$ cat src/rtl/core/base45_stream_decoder_assert.svh
// Assertion macros for the base45 stream decoder RTL.
`ifndef BASE45_STREAM_DECODER_ASSERT_SVH
`define BASE45_STREAM_DECODER_ASSERT_SVH

// Check a property on every clock edge outside of reset.
`define B45_ASSERT_ON(label, prop, msg) \
  label: assert property (@(posedge clk) disable iff (!rst_n) (prop)) else $error(msg);

// Check a property on every clock edge, reset included.
`define B45_ASSERT_ALWAYS(label, prop, msg) \
  label: assert property (@(posedge clk) (prop)) else $error(msg);

`endif

$ cat src/rtl/core/bs45_pkg.sv
package bs45_pkg;

  typedef logic [1:0] status_t;

  localparam status_t ST_OK       = 2'd0;
  localparam status_t ST_BAD_CHAR = 2'd1;
  localparam status_t ST_OVERFLOW = 2'd2;
  localparam status_t ST_BAD_LEN  = 2'd3;

  localparam logic [5:0] DIGIT_INVALID = 6'd45;

  // One queued job: one or two results produced by a single input item.
  typedef struct packed {
    logic    two_bytes;
    logic [7:0] byte_hi;
    logic [7:0] byte_lo;
    status_t status;
    logic    msg_end;
  } job_t;

  // Queue fill status seen by both sides.
  typedef struct packed {
    logic full;
    logic empty;
  } q_stat_t;

  // Map a character byte to its Base45 digit, DIGIT_INVALID if not in the alphabet.
  function automatic logic [5:0] digit_of(input logic [7:0] ch);
    logic [5:0] d;
    d = DIGIT_INVALID;
    if (ch >= 8'h30 && ch <= 8'h39) begin
      d = 6'(ch - 8'h30);
    end else if (ch >= 8'h41 && ch <= 8'h5A) begin
      d = 6'(ch - 8'h41 + 8'd10);
    end else begin
      unique case (ch)
        8'h20:   d = 6'd36;
        8'h24:   d = 6'd37;
        8'h25:   d = 6'd38;
        8'h2A:   d = 6'd39;
        8'h2B:   d = 6'd40;
        8'h2D:   d = 6'd41;
        8'h2E:   d = 6'd42;
        8'h2F:   d = 6'd43;
        8'h3A:   d = 6'd44;
        default: d = DIGIT_INVALID;
      endcase
    end
    return d;
  endfunction

endpackage

$ cat src/rtl/core/bs45_front.sv
module bs45_front
  import bs45_pkg::*;
(
  input  logic       clk,
  input  logic       rst_n,
  input  logic       in_tvalid,
  output logic       in_tready,
  input  logic [7:0] in_tdata,
  input  logic       in_tlast,
  input  q_stat_t    q_stat,
  output logic       push,
  output job_t       push_job
);

  logic [1:0]  held_r, held_nxt;
  logic [10:0] part_r, part_nxt;
  logic        disc_r, disc_nxt;

  logic        accept;
  logic [5:0]  digit;
  logic [11:0] val2;
  logic [16:0] val3;

  assign in_tready = !q_stat.full;
  assign accept    = in_tvalid && in_tready;
  assign digit     = digit_of(in_tdata);
  assign val2      = 12'(part_r) + 12'(digit) * 12'd45;
  assign val3      = 17'(part_r) + 17'(digit) * 17'd2025;

  always_comb begin
    held_nxt = held_r;
    part_nxt = part_r;
    disc_nxt = disc_r;
    push     = 1'b0;
    push_job = '0;
    if (accept) begin
      if (disc_r) begin
        // drop until the end flag
        if (in_tlast) begin
          disc_nxt = 1'b0;
          held_nxt = 2'd0;
          part_nxt = '0;
        end
      end else if (digit == DIGIT_INVALID) begin
        held_nxt         = 2'd0;
        part_nxt         = '0;
        disc_nxt         = !in_tlast;
        push             = 1'b1;
        push_job.status  = ST_BAD_CHAR;
        push_job.msg_end = 1'b1;
      end else begin
        unique case (held_r)
          2'd0: begin
            if (in_tlast) begin
              part_nxt         = '0;
              push             = 1'b1;
              push_job.status  = ST_BAD_LEN;
              push_job.msg_end = 1'b1;
            end else begin
              part_nxt = 11'(digit);
              held_nxt = 2'd1;
            end
          end
          2'd1: begin
            if (!in_tlast) begin
              part_nxt = val2[10:0];
              held_nxt = 2'd2;
            end else begin
              held_nxt         = 2'd0;
              part_nxt         = '0;
              push             = 1'b1;
              push_job.msg_end = 1'b1;
              if (val2 > 12'd255) begin
                push_job.status = ST_OVERFLOW;
              end else begin
                push_job.status  = ST_OK;
                push_job.byte_lo = val2[7:0];
              end
            end
          end
          default: begin
            held_nxt = 2'd0;
            part_nxt = '0;
            push     = 1'b1;
            if (val3 > 17'hFFFF) begin
              disc_nxt         = !in_tlast;
              push_job.status  = ST_OVERFLOW;
              push_job.msg_end = 1'b1;
            end else begin
              push_job.two_bytes = 1'b1;
              push_job.byte_hi   = val3[15:8];
              push_job.byte_lo   = val3[7:0];
              push_job.status    = ST_OK;
              push_job.msg_end   = in_tlast;
            end
          end
        endcase
      end
    end
  end

  always_ff @(posedge clk) begin
    if (!rst_n) begin
      held_r <= 2'd0;
      part_r <= '0;
      disc_r <= 1'b0;
    end else begin
      held_r <= held_nxt;
      part_r <= part_nxt;
      disc_r <= disc_nxt;
    end
  end

endmodule

$ cat src/rtl/core/bs45_queue.sv
module bs45_queue
  import bs45_pkg::*;
#(
  parameter int DEPTH = 4
) (
  input  logic                         clk,
  input  logic                         rst_n,
  input  logic                         push,
  input  job_t                         push_job,
  input  logic                         pop,
  output job_t                         head_job,
  output q_stat_t                      q_stat,
  output logic [$clog2(DEPTH+1)-1:0]   level
);

  localparam int AW = (DEPTH > 1) ? $clog2(DEPTH) : 1;
  localparam int CW = $clog2(DEPTH + 1);

  job_t          slots [DEPTH];
  logic [AW-1:0] wr_ptr_r, rd_ptr_r;
  logic [CW-1:0] cnt_r;

  function automatic logic [AW-1:0] bump(input logic [AW-1:0] p);
    return (p == AW'(DEPTH - 1)) ? '0 : AW'(p + 1'b1);
  endfunction

  assign head_job     = slots[rd_ptr_r];
  assign q_stat.full  = (cnt_r == CW'(DEPTH));
  assign q_stat.empty = (cnt_r == '0);
  assign level        = cnt_r;

  always_ff @(posedge clk) begin
    if (push) begin
      slots[wr_ptr_r] <= push_job;
    end
  end

  always_ff @(posedge clk) begin
    if (!rst_n) begin
      wr_ptr_r <= '0;
      rd_ptr_r <= '0;
      cnt_r    <= '0;
    end else begin
      if (push) wr_ptr_r <= bump(wr_ptr_r);
      if (pop)  rd_ptr_r <= bump(rd_ptr_r);
      if (push && !pop) cnt_r <= CW'(cnt_r + 1'b1);
      else if (pop && !push) cnt_r <= CW'(cnt_r - 1'b1);
    end
  end

endmodule

$ cat src/rtl/core/bs45_back.sv
module bs45_back
  import bs45_pkg::*;
(
  input  logic       clk,
  input  logic       rst_n,
  input  job_t       head_job,
  input  q_stat_t    q_stat,
  output logic       pop,
  output logic       out_tvalid,
  input  logic       out_tready,
  output logic [7:0] out_byte,
  output status_t    out_status,
  output logic       out_run_end,
  output logic       out_msg_end
);

  logic       out_valid_r;
  logic [7:0] byte_r;
  status_t    status_r;
  logic       run_end_r;
  logic       msg_end_r;
  // second byte of a two-byte job, waiting for the output register
  logic       pend_r;
  logic [7:0] pend_byte_r;
  logic       pend_msg_r;

  logic       load;

  assign load = !out_valid_r || out_tready;
  assign pop  = load && !pend_r && !q_stat.empty;

  assign out_tvalid  = out_valid_r;
  assign out_byte    = byte_r;
  assign out_status  = status_r;
  assign out_run_end = run_end_r;
  assign out_msg_end = msg_end_r;

  always_ff @(posedge clk) begin
    if (!rst_n) begin
      out_valid_r <= 1'b0;
      pend_r      <= 1'b0;
    end else if (load) begin
      if (pend_r) begin
        out_valid_r <= 1'b1;
        pend_r      <= 1'b0;
      end else if (!q_stat.empty) begin
        out_valid_r <= 1'b1;
        pend_r      <= head_job.two_bytes;
      end else begin
        out_valid_r <= 1'b0;
      end
    end
  end

  always_ff @(posedge clk) begin
    if (load) begin
      if (pend_r) begin
        byte_r    <= pend_byte_r;
        status_r  <= ST_OK;
        run_end_r <= 1'b1;
        msg_end_r <= pend_msg_r;
      end else if (head_job.two_bytes) begin
        byte_r      <= head_job.byte_hi;
        status_r    <= ST_OK;
        run_end_r   <= 1'b0;
        msg_end_r   <= 1'b0;
        pend_byte_r <= head_job.byte_lo;
        pend_msg_r  <= head_job.msg_end;
      end else begin
        byte_r    <= head_job.byte_lo;
        status_r  <= head_job.status;
        run_end_r <= 1'b1;
        msg_end_r <= head_job.msg_end;
      end
    end
  end

endmodule

$ cat src/rtl/core/base45_stream_decoder.sv
// Base45 (RFC 9285) stream decoder. Feed one character byte per item on the
// in_ channel, with in_tlast on the last character of the string. Groups of
// three characters c,d,e decode to n = c + 45*d + 2025*e, sent as two bytes,
// high byte first; a closing group of two characters gives one byte. Every
// result carries a status: ok, invalid character, value overflow, or bad
// length (one character left over). After an error one error result is sent
// and characters are dropped up to and including the next in_tlast. A new
// character is taken every cycle while the job queue (QUEUE_DEPTH entries)
// has room; digit lookup and the constant multiply-add finish in the cycle
// of acceptance. The output side delivers one result per cycle while
// out_tready is high, so a string of full groups sustains two results per
// three characters with no stall; the back end turns a two-byte group into
// two results, popping no job meanwhile, which bounds throughput only when
// results outpace characters. Results pass the queue and output register.
`include "base45_stream_decoder_assert.svh"

module base45_stream_decoder
  import bs45_pkg::*;
#(
  parameter int QUEUE_DEPTH = 4
) (
  input  logic       clk,
  input  logic       rst_n,
  input  logic       in_tvalid,
  output logic       in_tready,
  input  logic [7:0] in_tdata,   // [7:0] char_code
  input  logic       in_tlast,   // is_final
  output logic       out_tvalid,
  input  logic       out_tready,
  output logic [7:0] out_tdata,  // [7:0] out_byte
  output logic [7:0] out_tuser,  // [1:0] status, [2] run_end, [7:3] zero
  output logic       out_tlast   // message_end
);

  localparam int CW = $clog2(QUEUE_DEPTH + 1);

  logic          push;
  job_t          push_job;
  logic          pop;
  job_t          head_job;
  q_stat_t       q_stat;
  logic [CW-1:0] level;

  status_t       res_status;
  logic          res_run_end;

  // Front: classify each character and update the group state.
  bs45_front u_front (
    .clk       (clk),
    .rst_n     (rst_n),
    .in_tvalid (in_tvalid),
    .in_tready (in_tready),
    .in_tdata  (in_tdata),
    .in_tlast  (in_tlast),
    .q_stat    (q_stat),
    .push      (push),
    .push_job  (push_job)
  );

  // Queue of pending jobs between front and back.
  bs45_queue #(
    .DEPTH (QUEUE_DEPTH)
  ) u_queue (
    .clk      (clk),
    .rst_n    (rst_n),
    .push     (push),
    .push_job (push_job),
    .pop      (pop),
    .head_job (head_job),
    .q_stat   (q_stat),
    .level    (level)
  );

  // Back: split jobs into results and hold them in the output register.
  bs45_back u_back (
    .clk         (clk),
    .rst_n       (rst_n),
    .head_job    (head_job),
    .q_stat      (q_stat),
    .pop         (pop),
    .out_tvalid  (out_tvalid),
    .out_tready  (out_tready),
    .out_byte    (out_tdata),
    .out_status  (res_status),
    .out_run_end (res_run_end),
    .out_msg_end (out_tlast)
  );

  assign out_tuser = {5'd0, res_run_end, res_status};

  // Queue never takes a job when full, never gives one when empty.
  `B45_ASSERT_ON(a_no_overflow, push |-> !q_stat.full, "job queue overflow")
  `B45_ASSERT_ON(a_no_underflow, pop |-> !q_stat.empty, "job queue underflow")
  `B45_ASSERT_ON(a_level_range, level <= CW'(QUEUE_DEPTH), "queue level out of range")
  // Output is idle right after reset.
  `B45_ASSERT_ALWAYS(a_reset_idle, !rst_n |=> !out_tvalid, "output valid after reset")

endmodule
$ cat config.mk
export PLATFORM = sky130hd
export DESIGN_NAME = base45_stream_decoder
export DESIGN_NICKNAME = d
export VERILOG_FILES = /design/src/rtl/core/bs45_pkg.sv /design/src/rtl/core/bs45_front.sv /design/src/rtl/core/bs45_queue.sv /design/src/rtl/core/bs45_back.sv /design/src/rtl/core/base45_stream_decoder.sv
export VERILOG_INCLUDE_DIRS = /design/src /design/src/rtl/core
export SDC_FILE = /design/constraint.sdc
export NUM_CORES = 1
export LEC_CHECK = 0
export BUFFER_PORTS_ARGS = -buffer_cell sky130_fd_sc_hd__buf_2
export CAP_MARGIN = 15
export CORE_ASPECT_RATIO = 0.8
export CORE_MARGIN = 2
export CORE_UTILIZATION = 33
export DETAILED_ROUTE_END_ITERATION = 16
export PLACE_DENSITY = 0.59
export REMOVE_ABC_BUFFERS = 1
export SETUP_SLACK_MARGIN = 0.1
export SLEW_MARGIN = 40
export SYNTH_ARGS = -nofsm -noshare
export SYNTH_HDL_FRONTEND = slang
export SYNTH_HIERARCHICAL = 1
export SYNTH_SLANG_ARGS = --single-unit
$ cat constraint.sdc
create_clock -name clk -period 8.9 [get_ports clk]
set_input_delay 1.78 -clock clk [delete_from_list [all_inputs] [get_ports clk]]
set_output_delay 1.78 -clock clk [all_outputs]
set_load 0.05 [all_outputs]
==> results by stage <==
Timing:
- The number of hold violations in the final report was 0.
- For the pin with the worst max-slew slack, the measured transition is a little under 800 ps.
- For this run, the top clock speed supported by timing is around 120 MHz.
- The number of pins exceeding their max-slew limit in the final report was 0.
- The time the worst path needs with I/O delays and setup is approximately 8300 ps.
- The final worst clock skew is 7.72 ps.
- The worst pin sits at a relative slew slack of 0.487.
- The final setup TNS is 0 ps.
- Once routing completed, OpenROAD measured the worst setup slack at between 500 and 600 ps.
- The final number of setup-violating endpoints is 0.
- Setup repair after global routing left no endpoint under its margin.
- The share of the clock period used by the worst path after layout is 0.936.

Critical path:
- The critical path required time is 9080 ps.
- Grouping stages by cell kind, the critical path spends the most delay in adder cells.
- In this run the worst path has a maximum fanout of 15.
- The startpoint of the lowest-slack register-to-register path is u_front/part_r[8].
- The number of buffers and inverters on the critical path is 9.
- In this design, the stage delay of the slowest critical-path cell is 630 ps.
- The startpoint of the worst setup timing path is in_tdata[1].
- The slowest library cell on the worst path is sky130_fd_sc_hd__fa_1.
- The kind of critical path is primary input to flop.
- The data arrival time of the critical path is roughly 8500 ps.
- By instance count, the cell type seen most on the critical path is sky130_fd_sc_hd__inv_1.
- The startpoint kind of the worst setup timing path is a primary input.
- STA classifies the critical path endpoint as a flop.

Floorplan:
- The placeable core area is 24,500 sq um.
- The I/O pin count is 32.
- The die covers 26,500 sq um.
- The floorplan has 51 rows.
- The floorplan die width is 181 um.
- The initial utilization of the core area, before any placement, comes to 0.339.
- The die is 146 um tall.

Clock tree:
- The root buffer cell chosen for the clock tree is sky130_fd_sc_hd__clkbuf_16.
- TritonCTS created 17 clock buffers.
- The sink count of the clock tree is 126.
- After clock tree synthesis, the clock-pin slew on the worst setup and hold paths is roughly 50 ps.
- For the worst-skew pair, the clock arrives at the later sink with an insertion delay of between 400 and 500 ps.
- The CTS H-tree depth is 4.
- TritonCTS built the clock tree.
- The longest clock path from root to sink contains 2 buffers.
- After clock tree synthesis, the repair step resized 0 gates.
- The number of post-CTS setup repair buffers is 0.
- The total of hold buffers inserted after clock tree synthesis is 0.

GRT:
- The first global-routing pass estimated 28.3 mm of wire.
- The layer carrying the most global-route usage is met2.
- Entering global routing, the biggest net connects 24 pins.
- The met3 track demand over resource is 0.0305.
- After global routing the overflow that remains totals 0.
- The all-layer global routing usage is 0.136.
- The routing usage on met1 is 0.197.
- The number of global-route vias before repair is 5,282.
- In the global route stage, met2 resource usage came out at 0.205.
- The number of antenna violations at the first check in global routing was 0.

Flow run:
- Across the run, the number of max-cap violations was 0.

Status:
- The run finished with clean final reports.

Power and ir drop:
- The areal power density over the cells is 281 nW/um^2.
- For this design the static power due to leakage is 3.93 nW.
- The worst IR drop on VDD is 0.100 mV.
- The overall power after layout is 2.63 mW.

Final layout:
- The final net count is 855.
- The finished layout holds between 1,000 and 1,500 standard cells, fillers aside.
- The area growth from synthesis to layout is 12.5%.
- The ratio of cells with drive above 1 in the final layout is 0.143.
- In the final layout, flip-flops and latches occupy 3530 sq um.
- The number of diodes added for antenna fixing is 0.
- The count of filler cells inserted in the layout is approximately 2,400.
- The area of combinational cells with multiple inputs is 4330 sq um.

Synthesis:
- The leading cell type by number of instances after synthesis is sky130_fd_sc_hd__edfxtp_1.
- The top-area cell type share of the netlist area is 0.365.
- The mean cell area of the mapped netlist is 12.2 sq um.
- The post-synthesis async set-or-reset flop share is 0.
- Synthesis instantiated 69 different standard cells from the library.
- Sorting the synthesized cells by area gives the leading types as sky130_fd_sc_hd__edfxtp_1 37%, sky130_fd_sc_hd__ha_1 13%, sky130_fd_sc_hd__fa_1 8.4%.
- During synthesis, Yosys emitted a total of 6 warnings.
- The post-synthesis instance area is 8310 sq um.
- The cell count after synthesis is a little under 700.
- For this run, the leading register cell type out of synthesis is sky130_fd_sc_hd__edfxtp_1.
- The cell type with the largest total area after synthesis is sky130_fd_sc_hd__edfxtp_1.
- Ranked by instance count, the synthesized netlist is headed by 101 x sky130_fd_sc_hd__edfxtp_1, 91 x sky130_fd_sc_hd__inv_1, 85 x sky130_fd_sc_hd__ha_1.
- The count of state elements after synthesis is 126.
- In this run, synthesis inferred 101 flip-flops with an integrated enable.
- The fraction of the yosys area taken by sequential cells is 0.425.

Placement:
- The number of placed cells counting well taps is 1,021.
- The worst slack at placement is 162 ps.
- The placer congestion estimate is 0.800.
- Once detailed placement completed, the half-perimeter wirelength came to 12.7 mm.
- Input and output buffers added on the ports amount to 26.

Detailed routing:
- The number of iterations in the first detailed-routing pass is 5.
- In the routed design, unresolved DRC markers number 0.
- Once detail routing completed, the nets flagged for antenna violations numbered 0.
- The per-cell via count in the routed design is 4.91.
- The total number of vias is 5,174.
- The routed length per instance is 16.1 um.
- The count of routing violations after the opening detailed-route iteration is 298.
- The routed wire length is 17.0 mm.

Worst hold path:
- The beginning of the worst hold path is u_front/part_r[10].
- The type of the most critical hold path is flop to flop.
power by group:
group | total (mW) | leakage (nW) | switching, mW | internal, mW
logic | 1.23 | 2.50 | 0.738 | 0.495
clock network | 0.595 | 0.241 | 0.236 | 0.359
registers | 0.802 | 1.19 | 0.0414 | 0.761
final cells by class:
class                      count  area share
clock buffer                  24      0.0494
clock inverter                 8     0.00495
sequential                   126       0.378
inverter                      91      0.0366
tap                          318      0.0426
multi-input combinational    446       0.463
timing repair buffer          40      0.0252
through the flow:
step | hold WS, ps | utilization | cell area, sq um
global route | 503 | 0.381 | 9350
global placement | 449 | 0.360 | 8820
floorplan | 442 | - | 8190
detailed placement | 462 | 0.360 | 8830
finish | 470 | 0.381 | 9350
CTS | 475 | 0.381 | 9340
cells in the final DEF (no fill, tap or decap), types with 14 or more instances in the layout:
cell type and n:
sky130_fd_sc_hd__a21oi_1 17, sky130_fd_sc_hd__buf_2 26, sky130_fd_sc_hd__buf_4 14, sky130_fd_sc_hd__clkbuf_16 17
sky130_fd_sc_hd__dfxtp_1 24, sky130_fd_sc_hd__edfxtp_1 101, sky130_fd_sc_hd__fa_1 35, sky130_fd_sc_hd__ha_1 85
sky130_fd_sc_hd__inv_1 91, sky130_fd_sc_hd__mux2i_1 17, sky130_fd_sc_hd__mux4_2 20, sky130_fd_sc_hd__nand2_1 28
sky130_fd_sc_hd__nor2_1 22, sky130_fd_sc_hd__o21ai_0 20, sky130_fd_sc_hd__xnor2_1 14, sky130_fd_sc_hd__xor2_1 15
routing by layer:
metal  routed length, um  vias to the layer above
li1                    -                     2544
met1                8760                     2520
met2                7370                      104
met3                 727                        6
met4                  97                        0
met5                   0                        -
worst register-to-register path, stage by stage, from the launching register on:
cell                       delay (ps)
sky130_fd_sc_hd__dfxtp_1          330
sky130_fd_sc_hd__inv_1            130
sky130_fd_sc_hd__fa_1             560
sky130_fd_sc_hd__inv_1             40
sky130_fd_sc_hd__ha_1             340
sky130_fd_sc_hd__and3_1           210
sky130_fd_sc_hd__o21ai_0           90
sky130_fd_sc_hd__a221o_1          360
sky130_fd_sc_hd__a211oi_1         210
sky130_fd_sc_hd__buf_4            170
sky130_fd_sc_hd__mux2i_1          320
sky130_fd_sc_hd__nand2_1           90
sky130_fd_sc_hd__buf_4            210
sky130_fd_sc_hd__o22ai_1          360
cells by family (layout without fill, tap and decap cells):
kind of cell,Yosys count,count (layout),synth area share
AOI/OAI and AO/OA,127,127,0.112
DFF,126,126,0.425
and+or+nand+nor,125,125,0.0833
adders and majority gates,120,120,0.212
buffers and inverters,111,163,0.0575
muxes,40,40,0.0788
xor gates and xnor gates,29,29,0.0306
other,1,5,0.000451
worst paths after layout:
kind / end / slack (ps) / cells after the start
worst max-delay path: u_queue/slots[3][7] / 570 / 27
worst min-delay path: u_front/part_r[10] / 470 / 1
worst max register to register: u_queue/slots[3][7] / 5250 / 13
worst min register to register: u_front/part_r[10] / 470 / 1
registers in the layout, summed over array words and instances, names as in the netlist, 3 cells and up, named ones only:
register / flops
u_back/out_byte: 8
u_back/pend_byte_r: 8
u_front/part_r: 11
u_queue/level: 3
u_queue/slots: 80
Power figures use the tool's default switching activity.
